<file path="config.mk">
export PLATFORM = sky130hd
export DESIGN_NAME = vsc_seq
export DESIGN_NICKNAME = d
export VERILOG_FILES = /design/src/hw/rtl/voxel_surface_cull_defines.svh /design/src/hw/rtl/vsc_pkg.sv /design/src/hw/rtl/vsc_seq.sv
export SDC_FILE = /design/constraint.sdc
export NUM_CORES = 1
export LEC_CHECK = 0
export ABC_AREA = 0
export ABC_CLOCK_PERIOD_IN_PS = 5200
export BUFFER_PORTS_ARGS = -buffer_cell sky130_fd_sc_hd__buf_2
export CORE_ASPECT_RATIO = 1.1
export CORE_MARGIN = 1
export CORE_UTILIZATION = 24
export CTS_CLUSTER_SIZE = 20
export DETAILED_ROUTE_END_ITERATION = 16
export GPL_TIMING_DRIVEN = 0
export SYNTH_ARGS = -nofsm -noshare
export SYNTH_HDL_FRONTEND = slang
export SYNTH_SLANG_ARGS = --single-unit
</file>
<file path="constraint.sdc">
create_clock -name clk_i -period 5.2 [get_ports clk_i]
set_input_delay 1.04 -clock clk_i [delete_from_list [all_inputs] [get_ports clk_i]]
set_output_delay 1.04 -clock clk_i [all_outputs]
set_load 0.005 [all_outputs]
</file>
<file path="src/hw/rtl/voxel_surface_cull_defines.svh">
`ifndef VOXEL_SURFACE_CULL_DEFINES_SVH
`define VOXEL_SURFACE_CULL_DEFINES_SVH

// Same-cycle implication, checked on clk_i, off while rst_ni is low.
`define VSC_ASSERT_NOW(lbl, ante, cons, msg) \
  lbl: assert property (@(posedge clk_i) disable iff (!rst_ni) (ante) |-> (cons)) \
    else $error(msg);

// Next-cycle implication, checked on clk_i, off while rst_ni is low.
`define VSC_ASSERT_NEXT(lbl, ante, cons, msg) \
  lbl: assert property (@(posedge clk_i) disable iff (!rst_ni) (ante) |=> (cons)) \
    else $error(msg);

`endif

</file>
<file path="src/hw/rtl/vsc_pkg.sv">
package vsc_pkg;

  localparam int unsigned LOCAL_W   = 5;
  localparam int unsigned OUT_MAT_W = 16;
  localparam int unsigned CFG_W     = 17;
  localparam int unsigned POS_W     = 22;
  localparam int unsigned CFG_IDX_W = 2;

  localparam int unsigned CHUNK_SIZE_DEF    = 32;
  localparam int unsigned MATERIAL_BITS_DEF = 16;
  localparam int unsigned VOX_COUNT_DEF     = CHUNK_SIZE_DEF ** 3;
  localparam int unsigned VOX_AW_DEF        = $clog2(VOX_COUNT_DEF);

  localparam logic REQ_WRITE = 1'b0;
  localparam logic REQ_TEST  = 1'b1;

  localparam logic [CFG_IDX_W-1:0] REG_CHUNK_X = 2'd0;
  localparam logic [CFG_IDX_W-1:0] REG_CHUNK_Y = 2'd1;
  localparam logic [CFG_IDX_W-1:0] REG_CHUNK_Z = 2'd2;

  typedef struct packed {
    logic wr_en;
    logic rd_en;
  } mem_ctl_t;

  typedef struct packed {
    logic                 valid;
    logic                 visible;
    logic [OUT_MAT_W-1:0] material;
    logic [LOCAL_W-1:0]   x;
    logic [LOCAL_W-1:0]   y;
    logic [LOCAL_W-1:0]   z;
  } result_t;

endpackage

</file>
<file path="src/hw/rtl/vsc_seq.sv">
module vsc_seq #(
  parameter int unsigned CHUNK_SIZE    = vsc_pkg::CHUNK_SIZE_DEF,
  parameter int unsigned MATERIAL_BITS = vsc_pkg::MATERIAL_BITS_DEF
) (
  input  logic                                clk_i,
  input  logic                                rst_ni,
  input  logic                                start_i,
  output logic                                busy_o,
  input  logic                                req_type_i,
  input  logic [vsc_pkg::LOCAL_W-1:0]         local_x_i,
  input  logic [vsc_pkg::LOCAL_W-1:0]         local_y_i,
  input  logic [vsc_pkg::LOCAL_W-1:0]         local_z_i,
  input  logic [vsc_pkg::OUT_MAT_W-1:0]       write_material_i,
  output vsc_pkg::mem_ctl_t                   mem_ctl_o,
  output logic [$clog2(CHUNK_SIZE**3)-1:0]    mem_addr_o,
  output logic [MATERIAL_BITS-1:0]            mem_wdata_o,
  input  logic [MATERIAL_BITS-1:0]            mem_rdata_i,
  output vsc_pkg::result_t                    result_o
);

  localparam int unsigned VOX_COUNT = CHUNK_SIZE ** 3;
  localparam int unsigned ADDR_W    = $clog2(VOX_COUNT);
  localparam int unsigned LW        = vsc_pkg::LOCAL_W;

  localparam logic [ADDR_W-1:0] LAST_ADDR = ADDR_W'(VOX_COUNT - 1);
  localparam logic [ADDR_W-1:0] OFS_Y     = ADDR_W'(CHUNK_SIZE);
  localparam logic [ADDR_W-1:0] OFS_Z     = ADDR_W'(CHUNK_SIZE * CHUNK_SIZE);
  localparam logic [ADDR_W-1:0] OFS_X     = ADDR_W'(1);

  localparam logic [2:0] NB_LAST = 3'd5;

  localparam logic [1:0] ST_CLEAR  = 2'd0;
  localparam logic [1:0] ST_IDLE   = 2'd1;
  localparam logic [1:0] ST_CENTER = 2'd2;
  localparam logic [1:0] ST_NEIGH  = 2'd3;

  logic [1:0]              state_q, state_d;
  logic [ADDR_W-1:0]       clr_q, clr_d;
  logic [ADDR_W-1:0]       addr_q, addr_d;
  logic [LW-1:0]           x_q, x_d, y_q, y_d, z_q, z_d;
  logic                    border_q, border_d;
  logic [2:0]              nb_q, nb_d;
  logic [MATERIAL_BITS-1:0] mat_q, mat_d;

  logic              in_chunk;
  logic              in_border;
  logic [ADDR_W-1:0] in_addr;

  function automatic logic [ADDR_W-1:0] nb_addr(input logic [ADDR_W-1:0] base,
                                                 input logic [2:0] k);
    logic [ADDR_W-1:0] a;
    unique case (k)
      3'd0:    a = base - OFS_X;
      3'd1:    a = base + OFS_X;
      3'd2:    a = base - OFS_Y;
      3'd3:    a = base + OFS_Y;
      3'd4:    a = base - OFS_Z;
      3'd5:    a = base + OFS_Z;
      default: a = base;
    endcase
    return a;
  endfunction

  assign in_chunk = (32'(local_x_i) < 32'(CHUNK_SIZE)) &&
                    (32'(local_y_i) < 32'(CHUNK_SIZE)) &&
                    (32'(local_z_i) < 32'(CHUNK_SIZE));

  assign in_border = (local_x_i == '0) || (local_y_i == '0) || (local_z_i == '0) ||
                     (32'(local_x_i) == 32'(CHUNK_SIZE - 1)) ||
                     (32'(local_y_i) == 32'(CHUNK_SIZE - 1)) ||
                     (32'(local_z_i) == 32'(CHUNK_SIZE - 1));

  assign in_addr = ADDR_W'((ADDR_W'(local_z_i) * OFS_Y + ADDR_W'(local_y_i)) * OFS_Y)
                 + ADDR_W'(local_x_i);

  always_comb begin
    state_d  = state_q;
    clr_d    = clr_q;
    addr_d   = addr_q;
    x_d      = x_q;
    y_d      = y_q;
    z_d      = z_q;
    border_d = border_q;
    nb_d     = nb_q;
    mat_d    = mat_q;

    mem_ctl_o   = '0;
    mem_addr_o  = in_addr;
    mem_wdata_o = MATERIAL_BITS'(write_material_i);

    result_o          = '0;
    result_o.x        = x_q;
    result_o.y        = y_q;
    result_o.z        = z_q;
    result_o.material = vsc_pkg::OUT_MAT_W'(mat_q);

    unique case (state_q)
      ST_CLEAR: begin
        mem_ctl_o.wr_en = 1'b1;
        mem_addr_o      = clr_q;
        mem_wdata_o     = '0;
        clr_d           = clr_q + ADDR_W'(1);
        if (clr_q == LAST_ADDR) begin
          state_d = ST_IDLE;
        end
      end
      ST_IDLE: begin
        if (start_i) begin
          if (req_type_i == vsc_pkg::REQ_WRITE) begin
            mem_ctl_o.wr_en = in_chunk;
          end else begin
            x_d      = local_x_i;
            y_d      = local_y_i;
            z_d      = local_z_i;
            addr_d   = in_addr;
            border_d = in_border;
            if (in_chunk) begin
              mem_ctl_o.rd_en = 1'b1;
              state_d         = ST_CENTER;
            end else begin
              result_o.valid    = 1'b1;
              result_o.visible  = 1'b0;
              result_o.material = '0;
              result_o.x        = local_x_i;
              result_o.y        = local_y_i;
              result_o.z        = local_z_i;
            end
          end
        end
      end
      ST_CENTER: begin
        mat_d = mem_rdata_i;
        if ((mem_rdata_i == '0) || border_q) begin
          result_o.valid    = 1'b1;
          result_o.visible  = (mem_rdata_i != '0);
          result_o.material = vsc_pkg::OUT_MAT_W'(mem_rdata_i);
          state_d           = ST_IDLE;
        end else begin
          mem_ctl_o.rd_en = 1'b1;
          mem_addr_o      = nb_addr(addr_q, 3'd0);
          nb_d            = 3'd0;
          state_d         = ST_NEIGH;
        end
      end
      ST_NEIGH: begin
        if ((mem_rdata_i == '0) || (nb_q == NB_LAST)) begin
          result_o.valid   = 1'b1;
          result_o.visible = (mem_rdata_i == '0);
          state_d          = ST_IDLE;
        end else begin
          mem_ctl_o.rd_en = 1'b1;
          mem_addr_o      = nb_addr(addr_q, 3'(nb_q + 3'd1));
          nb_d            = 3'(nb_q + 3'd1);
        end
      end
      default: begin
        state_d = ST_IDLE;
      end
    endcase
  end

  always_ff @(posedge clk_i or negedge rst_ni) begin
    if (!rst_ni) begin
      state_q <= ST_CLEAR;
      clr_q   <= '0;
    end else begin
      state_q <= state_d;
      clr_q   <= clr_d;
    end
  end

  always_ff @(posedge clk_i) begin
    addr_q   <= addr_d;
    x_q      <= x_d;
    y_q      <= y_d;
    z_q      <= z_d;
    border_q <= border_d;
    nb_q     <= nb_d;
    mat_q    <= mat_d;
  end

  assign busy_o = (state_q != ST_IDLE);

endmodule

</file>
# Word level (Yosys, flattened, before mapping)
# Cells that the tools add are included.
[word_totals]
output_inout_bits = 67
register_bits = 67
elab_cells = 82
[classes]
eq_ne = 20
n_reduce_logical = 18
addsub = 10
muxes = 25
[op_table]
columns = ["op", "n"]
rows = [
  ["$pmux W15 S6", 1],
  ["$pmux W15 S3", 1],
  ["$mux W16", 2],
  ["$add A15 B1 Y15 const B", 2],
  ["$mux W15", 2],
  ["$mux W18", 1],
  ["$logic_not A16 Y1", 1],
  ["$reduce_bool A16 Y1", 1],
  ["$add A15 B11 Y15 const B", 1],
  ["$add A15 B5 Y15", 1],
  ["$add A15 B6 Y15 const B", 1],
  ["$eq A15 B15 Y1 const B", 1],
  ["$eq A5 B5 Y1 const B", 3],
  ["$logic_not A5 Y1", 3],
  ["$sub A15 B1 Y15 const B", 1],
  ["$sub A15 B11 Y15 const B", 1],
  ["$sub A15 B6 Y15 const B", 1],
  ["$mux W2", 7],
  ["$ne A2 B2 Y1 const B", 6],
  ["$add A10 B5 Y10", 1],
  ["$eq A3 B3 Y1 const B", 3],
  ["$pmux W2 S4", 1],
  ["$logic_or A1 B1 Y1", 7],
  ["$eq A3 B2 Y1 const B", 2],
  ["16 further kinds", 22],
]

# Longest topological paths before layout
# Gate-level depths: netlist (run 1).
[depth]
depth_word = 6
ltp_mapped = 11
depth_no_buf = 10

# Worst setup path after synthesis (run 1)
# No wires, ideal clock.
[synth_timing]
path_kind = "flip-flop to output port"
start = "reg nb_q[0]"
end = "out mem_addr_o[14]"
arrival_time_ns = 3.063
setup_slack_ns = 1.097
path_buffers = 1
required_ns = 4.160
path_stages_with_launch = 12
cell_sequence = "edfxtp_1 -> ha_1 -> xnor2_1 -> clkbuf_1 -> nand2_1 -> ha_1 -> a21o_1 -> a22o_1 -> o41ai_1 -> xnor2_1 -> nor3_1 -> o32a_1"
[synth_via]
elab_chain_len = 5
elab_cells_between_ends = 12
classes_between = "add/sub: 1; eq/ne: 6; mux: 3; reduce/logical: 2"
[synth_rtl]
columns = ["element", "line", "rtl"]
rows = [
  ["start, declared", "vsc_seq.sv:42", "logic [2:0] nb_q, nb_d;"],
  ["start signal, assigned", "vsc_seq.sv:178", "nb_q <= nb_d;"],
  ["$add A3 B1 Y3", "vsc_seq.sv:152", "mem_addr_o = nb_addr(addr_q, 3'(nb_q + 3'd1));"],
  ["$eq A3 B3 Y1, or another cell as far along", "vsc_seq.sv:52", "unique case (k)"],
  ["$pmux W15 S6", "vsc_seq.sv:52", ""],
  ["$mux W15 (*)", "vsc_seq.sv:146", "if ((mem_rdata_i == '0) || (nb_q == NB_LAST)) begin"],
  ["$pmux W15 S3 (*)", "vsc_seq.sv:97", "unique case (state_q)"],
  ["end, declared", "vsc_seq.sv:15", "output logic [$clog2(CHUNK_SIZE**3)-1:0] mem_addr_o,"],
]
# Every way passes the cells marked *; elsewhere a longest branch is shown, timed or not.

# Worst setup path in the final report (run 1)
[layout_timing]
start = "reg nb_q[0]"
end = "out mem_addr_o[11]"
# The elaborated chain is that of the path after synthesis.

==> impl_metrics.xml, run 1 <==
<?xml version="1.0" encoding="UTF-8"?>
<metrics>
  <group name="floorplan">
    <metric name="ios" unit="">118</metric>
    <metric name="start_util" unit="">0.245</metric>
    <metric name="die-area" unit="µm²">18600</metric>
    <metric name="core.rowCount" unit="">51</metric>
    <metric name="core_region_area" unit="µm²">17700</metric>
    <metric name="die_x" unit="µm">130</metric>
    <metric name="dieHeight" unit="µm">143</metric>
  </group>
  <group name="synthesis">
    <metric name="syn_inst" unit="">467</metric>
    <metric name="synth-seq-area-share" unit="">0.341</metric>
    <metric name="synth.yosys.warnings" unit="">0</metric>
    <metric name="synth_enable_flop_cells" unit="">35</metric>
    <metric name="syn_area_per_cell" unit="µm²">9.26</metric>
    <metric name="ys_ff_latch" unit="">52</metric>
    <metric name="async_flop_share" unit="">0.327</metric>
    <metric name="number_of_nets_in_the_synthesized_netlist" unit="">545</metric>
    <metric name="syn_area" unit="µm²">4330</metric>
    <metric name="number_of_different_library_cells_in_the_post_synthesis_netlist" unit="">68</metric>
    <metric name="postSynth.topFlopCell" unit="">edfxtp_1</metric>
  </group>
  <group name="cts">
    <metric name="clkTransAtPathRegs" unit="ns">0.07</metric>
    <metric name="insertion_delay" unit="ns">0.30</metric>
    <metric name="htree_num_levels" unit="">2</metric>
    <metric name="cts_hold_buf" unit="">0</metric>
    <metric name="cts_inserted_buffers" unit="">5</metric>
    <metric name="ctsLongestPathBuffers" unit="">2</metric>
    <metric name="tritoncts_num_sinks" unit="">52</metric>
    <metric name="clockRootBuffer" unit="">clkbuf_16</metric>
    <metric name="cts_tree" unit="">yes</metric>
  </group>
  <group name="worst_setup_path">
    <metric name="crit_type" unit="">reg -&gt; out</metric>
    <metric name="crit_fanout" unit="">10</metric>
    <metric name="worstSetupPathDepth" unit="">12</metric>
    <metric name="critPathTopFamily" unit="">compound AO/OA/AOI/OAI gates</metric>
    <metric name="worstPathBufferInverterCount" unit="">2</metric>
    <metric name="timing.critical_path.to_type" unit="">output pin</metric>
    <metric name="slowest_stage_delay_cp" unit="ns">0.50</metric>
    <metric name="r2r.worst_path.cells" unit="">5</metric>
    <metric name="worst_ep_arrival_time" unit="ns">3.78</metric>
    <metric name="setup.reg_to_reg.worst_slack" unit="ns">2.81</metric>
    <metric name="critical_path_startpoint_category" unit="">flip-flop</metric>
    <metric name="crit_path_cell_chain" unit="">ha_1, xnor2_2, clkbuf_4, nand2_2, fa_1, a211oi_1, o21bai_1, a21oi_1, xnor2_1, a222oi_1, o221ai_1, buf_2</metric>
    <metric name="critPathRequiredTime" unit="ns">4.16</metric>
    <metric name="crit_slowest_cell" unit="">edfxtp_1</metric>
  </group>
  <group name="cells_and_area">
    <metric name="layout_common_cells" unit="">buf_2, nand2_1, edfxtp_1</metric>
    <metric name="antenna_cells" unit="">0</metric>
    <metric name="nNetsFinal" unit="">669</metric>
    <metric name="final_layout_size_suffix_gt1_frac" unit="">0.265</metric>
    <metric name="final_common_cell" unit="">buf_2</metric>
    <metric name="area_growth" unit="%">24.2</metric>
  </group>
  <group name="routing">
    <metric name="detail_route.wirelength" unit="µm">13900</metric>
    <metric name="wl_met2" unit="µm">6250</metric>
    <metric name="met3_wirelength" unit="µm">871</metric>
    <metric name="postRouteAntennaNets" unit="">0</metric>
    <metric name="detailroute.via_count" unit="">4192</metric>
    <metric name="route.detailed.vias_per_inst" unit="">5.05</metric>
    <metric name="wl_per_cell" unit="µm">16.8</metric>
    <metric name="drc" unit="">0</metric>
    <metric name="drt_pass1_iterations" unit="">6</metric>
    <metric name="wirelength_met1" unit="µm">6490</metric>
    <metric name="drt_iter0_drc" unit="">363</metric>
    <metric name="maxUsedRoutingLayer" unit="">met4</metric>
  </group>
  <group name="placed_design">
    <metric name="place.detailed.hpwl" unit="µm">10800</metric>
    <metric name="port-buffer-count" unit="">117</metric>
    <metric name="place.gp.congestion" unit="">0.893</metric>
    <metric name="dp_worst_setup_slack" unit="ns">0.181</metric>
  </group>
  <group name="pwr">
    <metric name="cellLeakagePower" unit="nW">2.19</metric>
    <metric name="power_density" unit="nW/µm²">456</metric>
    <metric name="ir_drop" unit="mV">0.166</metric>
  </group>
  <group name="timing">
    <metric name="rsz0062_at_grt" unit="">no</metric>
    <metric name="finalMaxSlewViolations" unit="">0</metric>
    <metric name="fmax" unit="GHz">0.207</metric>
    <metric name="setup_viol" unit="">0</metric>
    <metric name="finalCriticalPeriod" unit="ns">4.82</metric>
    <metric name="relSlewSlack" unit="">0.349</metric>
    <metric name="fin_crit_sh" unit="">0.927</metric>
    <metric name="hold_violations" unit="">0</metric>
    <metric name="setup_tns" unit="ns">0</metric>
    <metric name="setup_slack" unit="ns">0.377</metric>
    <metric name="fin_worst_skew" unit="ns">0.00372</metric>
    <metric name="max_slew.worst_pin.slew" unit="ns">0.976</metric>
  </group>
  <group name="grt">
    <metric name="grt_antenna_before_repair" unit="">0</metric>
    <metric name="global_route.usage.total" unit="">0.154</metric>
    <metric name="globalRoute.totalOverflow" unit="">0</metric>
    <metric name="grt_first_pass_wirelength" unit="µm">21700</metric>
    <metric name="via_count_of_the_first_global_routing_pass" unit="">4010</metric>
    <metric name="grt_start_max_net_pins" unit="">22</metric>
  </group>
  <group name="hold_path">
    <metric name="hold_path_class" unit="">reg -&gt; reg</metric>
    <metric name="hold_depth" unit="">1</metric>
  </group>
  <group name="run">
    <metric name="max_cap_viol_count" unit="">0</metric>
  </group>
  <group name="outcome">
    <metric name="status" unit="">finished, final reports clean</metric>
  </group>
</metrics>
[where the power goes]
group          internal [W]  switching [W]
Sequential         0.000535      0.0000745
Clock              0.000178       0.000158
Combinational      0.000606       0.000900
[through the flow]
step	hold slack, ns	util	std cells	instance area (µm²)	total power (W)
3_5_place_dp	0.490	0.295	822	5210	0.00209
3_3_place_gp	0.479	0.295	822	5210	0.00208
2_1_floorplan	0.459	-	467	4330	0.00156
5_1_grt	0.518	0.304	830	5370	0.00267
4_1_cts	0.503	0.303	830	5360	0.00244
6_report	0.500	0.304	830	5370	0.00245
[worst reg2reg max path, stage by stage, from the launching register on]
cell and delay, ns:
dfrtp_1 0.42, inv_1 0.12, ha_1 0.72, inv_1 0.15, o22ai_1 0.52, a21oi_1 0.18
[cell type report]
| type | count | area, µm² |
|---|---|---|
| Tap cell | 238 | 298 |
| Buffer | 23 | 105 |
| Clock buffer | 5 | 125 |
| Sequential cell | 52 | 1480 |
| Multi-Input combinational cell | 380 | 2720 |
| Timing Repair Buffer | 117 | 586 |
| Inverter | 12 | 45.0 |
| Clock inverter | 3 | 18.8 |
| Fill cell | 1887 | 12300 |
[Yosys cell counts, drive strengths merged (7+ instances only)]
cell type	instances	share of area
o21ai	23	0.027
inv	11	0.0095
edfxtp	35	0.24
dfrtp	17	0.098
nor2b	18	0.026
a21o	7	0.012
nor3	7	0.0081
ha	25	0.072
xnor2	26	0.053
nor4	13	0.022
mux2	17	0.044
a21oi	23	0.027
nor2	26	0.023
clkbuf	17	0.015
xor2	13	0.026
nand2	46	0.040
and3	9	0.013
or3	7	0.011
nand3	17	0.020
nand4	8	0.012
o221ai	7	0.014
a221oi	7	0.014
[worst paths after layout]
path / start / to
worst max-delay path: nb_q[0] / mem_addr_o[11]
min in group asynchronous: rst_ni / state_q[1]
max in group asynchronous: rst_ni / clr_q[11]
worst max register to register: state_q[0] / nb_q[2]
worst min-delay path: clr_q[9] / clr_q[9]
worst min register to register: clr_q[9] / clr_q[9]
[state kept, by name, indices dropped and copies added (netlist names)]
name	cells
nb_q	3
mat_q	16
clr_q	15
state_q	2
border_q	1
addr_q	15
[per-layer routing]
layer,track usage,vias up
li1,-,2032
met1,0.207,1967
met2,0.244,167
met3,0.0311,26
met4,0.0508,0
met5,0,-
[logic make-up (layout without fill, tap and decap cells)]
family / count (synthesis) / in the layout / share of synthesized area
AOI/OAI and AO/OA: 118 / 118 / 0.192
DFF: 52 / 52 / 0.341
muxes: 21 / 21 / 0.0535
and+or+nand+nor: 174 / 174 / 0.213
xor gates and xnor gates: 40 / 40 / 0.0842
buffers and inverters: 35 / 160 / 0.0338
adders and majority gates: 27 / 27 / 0.0816
[timing repair]
action	4_1_cts	5_1_grt
hold endpoints to repair	0	0
buffers inserted	0	0
resized for setup	2	4
setup endpoints to repair	3	3
(Power assumes the default switching activity.)
==> run 2, diff against run 1 <==
Settings changed: CORE_UTILIZATION 24 to 50, PLACE_DENSITY set to 0.77.
==> impl_metrics.xml, run 2 (synthesis results as in run 1) <==
<?xml version="1.0" encoding="UTF-8"?>
<metrics>
  <group name="outcome">
    <metric name="status" unit="">finished, final reports clean</metric>
  </group>
  <group name="routing">
    <metric name="route.detailed.vias_per_inst" unit="">6.25</metric>
    <metric name="drt_pass1_iterations" unit="">7</metric>
    <metric name="drc" unit="">0</metric>
    <metric name="wl_per_cell" unit="µm">18.7</metric>
    <metric name="detailroute.via_count" unit="">4394</metric>
    <metric name="detail_route.wirelength" unit="µm">13200</metric>
    <metric name="drt_iter0_drc" unit="">322</metric>
    <metric name="postRouteAntennaNets" unit="">0</metric>
  </group>
  <group name="worst_setup_path">
    <metric name="crit_type" unit="">reg -&gt; out</metric>
    <metric name="worstPathBufferInverterCount" unit="">2</metric>
    <metric name="worst_ep_arrival_time" unit="ns">4.01</metric>
    <metric name="regToRegStartpoint" unit="">state_q[0]</metric>
    <metric name="slowest_stage_delay_cp" unit="ns">0.51</metric>
    <metric name="crit_path_cell_chain" unit="">ha_1, xnor2_1, clkbuf_2, nand2_2, ha_1, a21o_1, a22o_1, o41ai_1, xnor2_1, nor3_1, o32a_1, buf_2</metric>
    <metric name="worstSetupPathDepth" unit="">12</metric>
    <metric name="crit_slowest_cell" unit="">edfxtp_1</metric>
    <metric name="critical_path_startpoint_category" unit="">flip-flop</metric>
    <metric name="critPathRequiredTime" unit="ns">4.16</metric>
    <metric name="crit_path_start" unit="">nb_q[0]</metric>
    <metric name="crit_fanout" unit="">10</metric>
    <metric name="critPathTopFamily" unit="">compound AO/OA/AOI/OAI gates</metric>
    <metric name="timing.critical_path.to_type" unit="">output pin</metric>
    <metric name="r2r.worst_path.cells" unit="">5</metric>
  </group>
  <group name="cts">
    <metric name="clkTransAtPathRegs" unit="ns">0.12</metric>
    <metric name="ctsLongestPathBuffers" unit="">2</metric>
    <metric name="tritoncts_num_sinks" unit="">52</metric>
    <metric name="cts_tree" unit="">yes</metric>
    <metric name="cts_hold_buf" unit="">0</metric>
    <metric name="insertion_delay" unit="ns">0.32</metric>
    <metric name="cts_inserted_buffers" unit="">5</metric>
    <metric name="clockRootBuffer" unit="">clkbuf_8</metric>
    <metric name="htree_num_levels" unit="">2</metric>
    <metric name="post_cts_buffers" unit="">0</metric>
  </group>
  <group name="cells_and_area">
    <metric name="nNetsFinal" unit="">669</metric>
    <metric name="reg_top3" unit="">mat_q: 16 flops, addr_q: 15 flops, clr_q: 15 flops</metric>
    <metric name="area_growth" unit="%">19.1</metric>
    <metric name="layout_common_cells" unit="">buf_2, nand2_1, edfxtp_1</metric>
    <metric name="final_common_cell" unit="">buf_2</metric>
    <metric name="antenna_cells" unit="">0</metric>
    <metric name="largest_register_ff_count" unit="">16</metric>
    <metric name="largest-register" unit="">mat_q</metric>
    <metric name="final_layout_size_suffix_gt1_frac" unit="">0.262</metric>
  </group>
  <group name="placed_design">
    <metric name="port-buffer-count" unit="">117</metric>
    <metric name="place.gp.congestion" unit="">0.972</metric>
    <metric name="place.detailed.hpwl" unit="µm">10100</metric>
  </group>
  <group name="timing">
    <metric name="finalMaxSlewViolations" unit="">0</metric>
    <metric name="rsz0062_at_grt" unit="">no</metric>
    <metric name="relSlewSlack" unit="">0.408</metric>
    <metric name="max_slew.worst_pin.slew" unit="ns">0.888</metric>
    <metric name="setup_viol" unit="">0</metric>
    <metric name="setup_tns" unit="ns">0</metric>
    <metric name="hold_violations" unit="">0</metric>
    <metric name="fin_crit_sh" unit="">0.970</metric>
    <metric name="finalCriticalPeriod" unit="ns">5.05</metric>
    <metric name="holdWs" unit="ns">0.518</metric>
    <metric name="fmax" unit="GHz">0.198</metric>
    <metric name="fin_worst_skew" unit="ns">0.0117</metric>
  </group>
  <group name="grt">
    <metric name="grt_start_max_net_pins" unit="">22</metric>
    <metric name="grt_antenna_before_repair" unit="">0</metric>
    <metric name="grt_first_pass_wirelength" unit="µm">20700</metric>
    <metric name="globalRoute.totalOverflow" unit="">0</metric>
    <metric name="global_route.usage.total" unit="">0.289</metric>
    <metric name="via_count_of_the_first_global_routing_pass" unit="">4201</metric>
  </group>
  <group name="hold_path">
    <metric name="hold_path_class" unit="">reg -&gt; reg</metric>
    <metric name="hold_depth" unit="">1</metric>
    <metric name="hold_path_startpoint" unit="">clr_q[12]</metric>
  </group>
  <group name="run">
    <metric name="max_cap_viol_count" unit="">0</metric>
  </group>
  <group name="pwr">
    <metric name="ir_drop" unit="mV">0.182</metric>
    <metric name="power_density" unit="nW/µm²">458</metric>
    <metric name="cellLeakagePower" unit="nW">2.16</metric>
    <metric name="total_power" unit="W">0.00236</metric>
  </group>
  <group name="floorplan">
    <metric name="ios" unit="">118</metric>
    <metric name="core_region_area" unit="µm²">8360</metric>
    <metric name="start_util" unit="">0.517</metric>
    <metric name="die_x" unit="µm">90.7</metric>
    <metric name="dieHeight" unit="µm">99.6</metric>
    <metric name="die-area" unit="µm²">9030</metric>
    <metric name="core.rowCount" unit="">35</metric>
  </group>
</metrics>
-- run 2: cell count changes in the layout (fill, tap and decap cells not counted) --
cell,before,now
clkbuf_16,5,0
clkbuf_2,0,1
clkbuf_4,1,0
xnor2_2,1,0
clkbuf_8,0,5
xnor2_1,25,26
nor4_2,1,0
clkinv_2,2,0
inv_8,0,1
clkinvlp_4,0,1
nor4_1,11,12
-- run 2: what timing repair did --
item,CTS,global route
resized for setup,1,2
hold endpoints to repair,0,0
cloned,0,0
endpoints found under the setup margin,4,4
-- run 2: cell type report --
cell class / instances / area, µm²
clock buffers: 5 / 68.8
flip-flops and latches: 52 / 1480
fillers: 786 / 3210
well taps: 111 / 139
repair buffers: 117 / 586
plain buffers: 23 / 103
inverters: 12 / 45.0
clock inverters: 3 / 27.5
multi-input cells: 380 / 2710
-- run 2: metal layers --
layer,part of all wire,GRT usage
met5,0,0
met4,0.034,0.118
met3,0.081,0.0489
met2,0.48,0.499
met1,0.41,0.359
-- run 2: final timing paths --
path	to	slack, ns
max	mem_addr_o[14]	0.15
min	clr_q[12]	0.52
max reg2reg	nb_q[0]	2.80
min reg2reg	clr_q[12]	0.52
max in group asynchronous	clr_q[13]	4.30
min in group asynchronous	clr_q[12]	0.61
-- run 2: metrics by stage --
stage	utilization	instances	setup slack, ns	area, µm²
2_1_floorplan	-	467	1.10	4330
3_3_place_gp	0.604	695	0.334	5050
3_5_place_dp	0.604	695	0.241	5050
4_1_cts	0.616	703	0.0218	5150
5_1_grt	0.616	703	0.0432	5150
6_report	0.616	703	0.154	5150
-- run 2: power breakdown --
part	total, W	switching [W]	internal [W]
Sequential	0.000607	0.0000735	0.000534
Combinational	0.00150	0.000900	0.000597
Clock	0.000255	0.000156	0.0000993
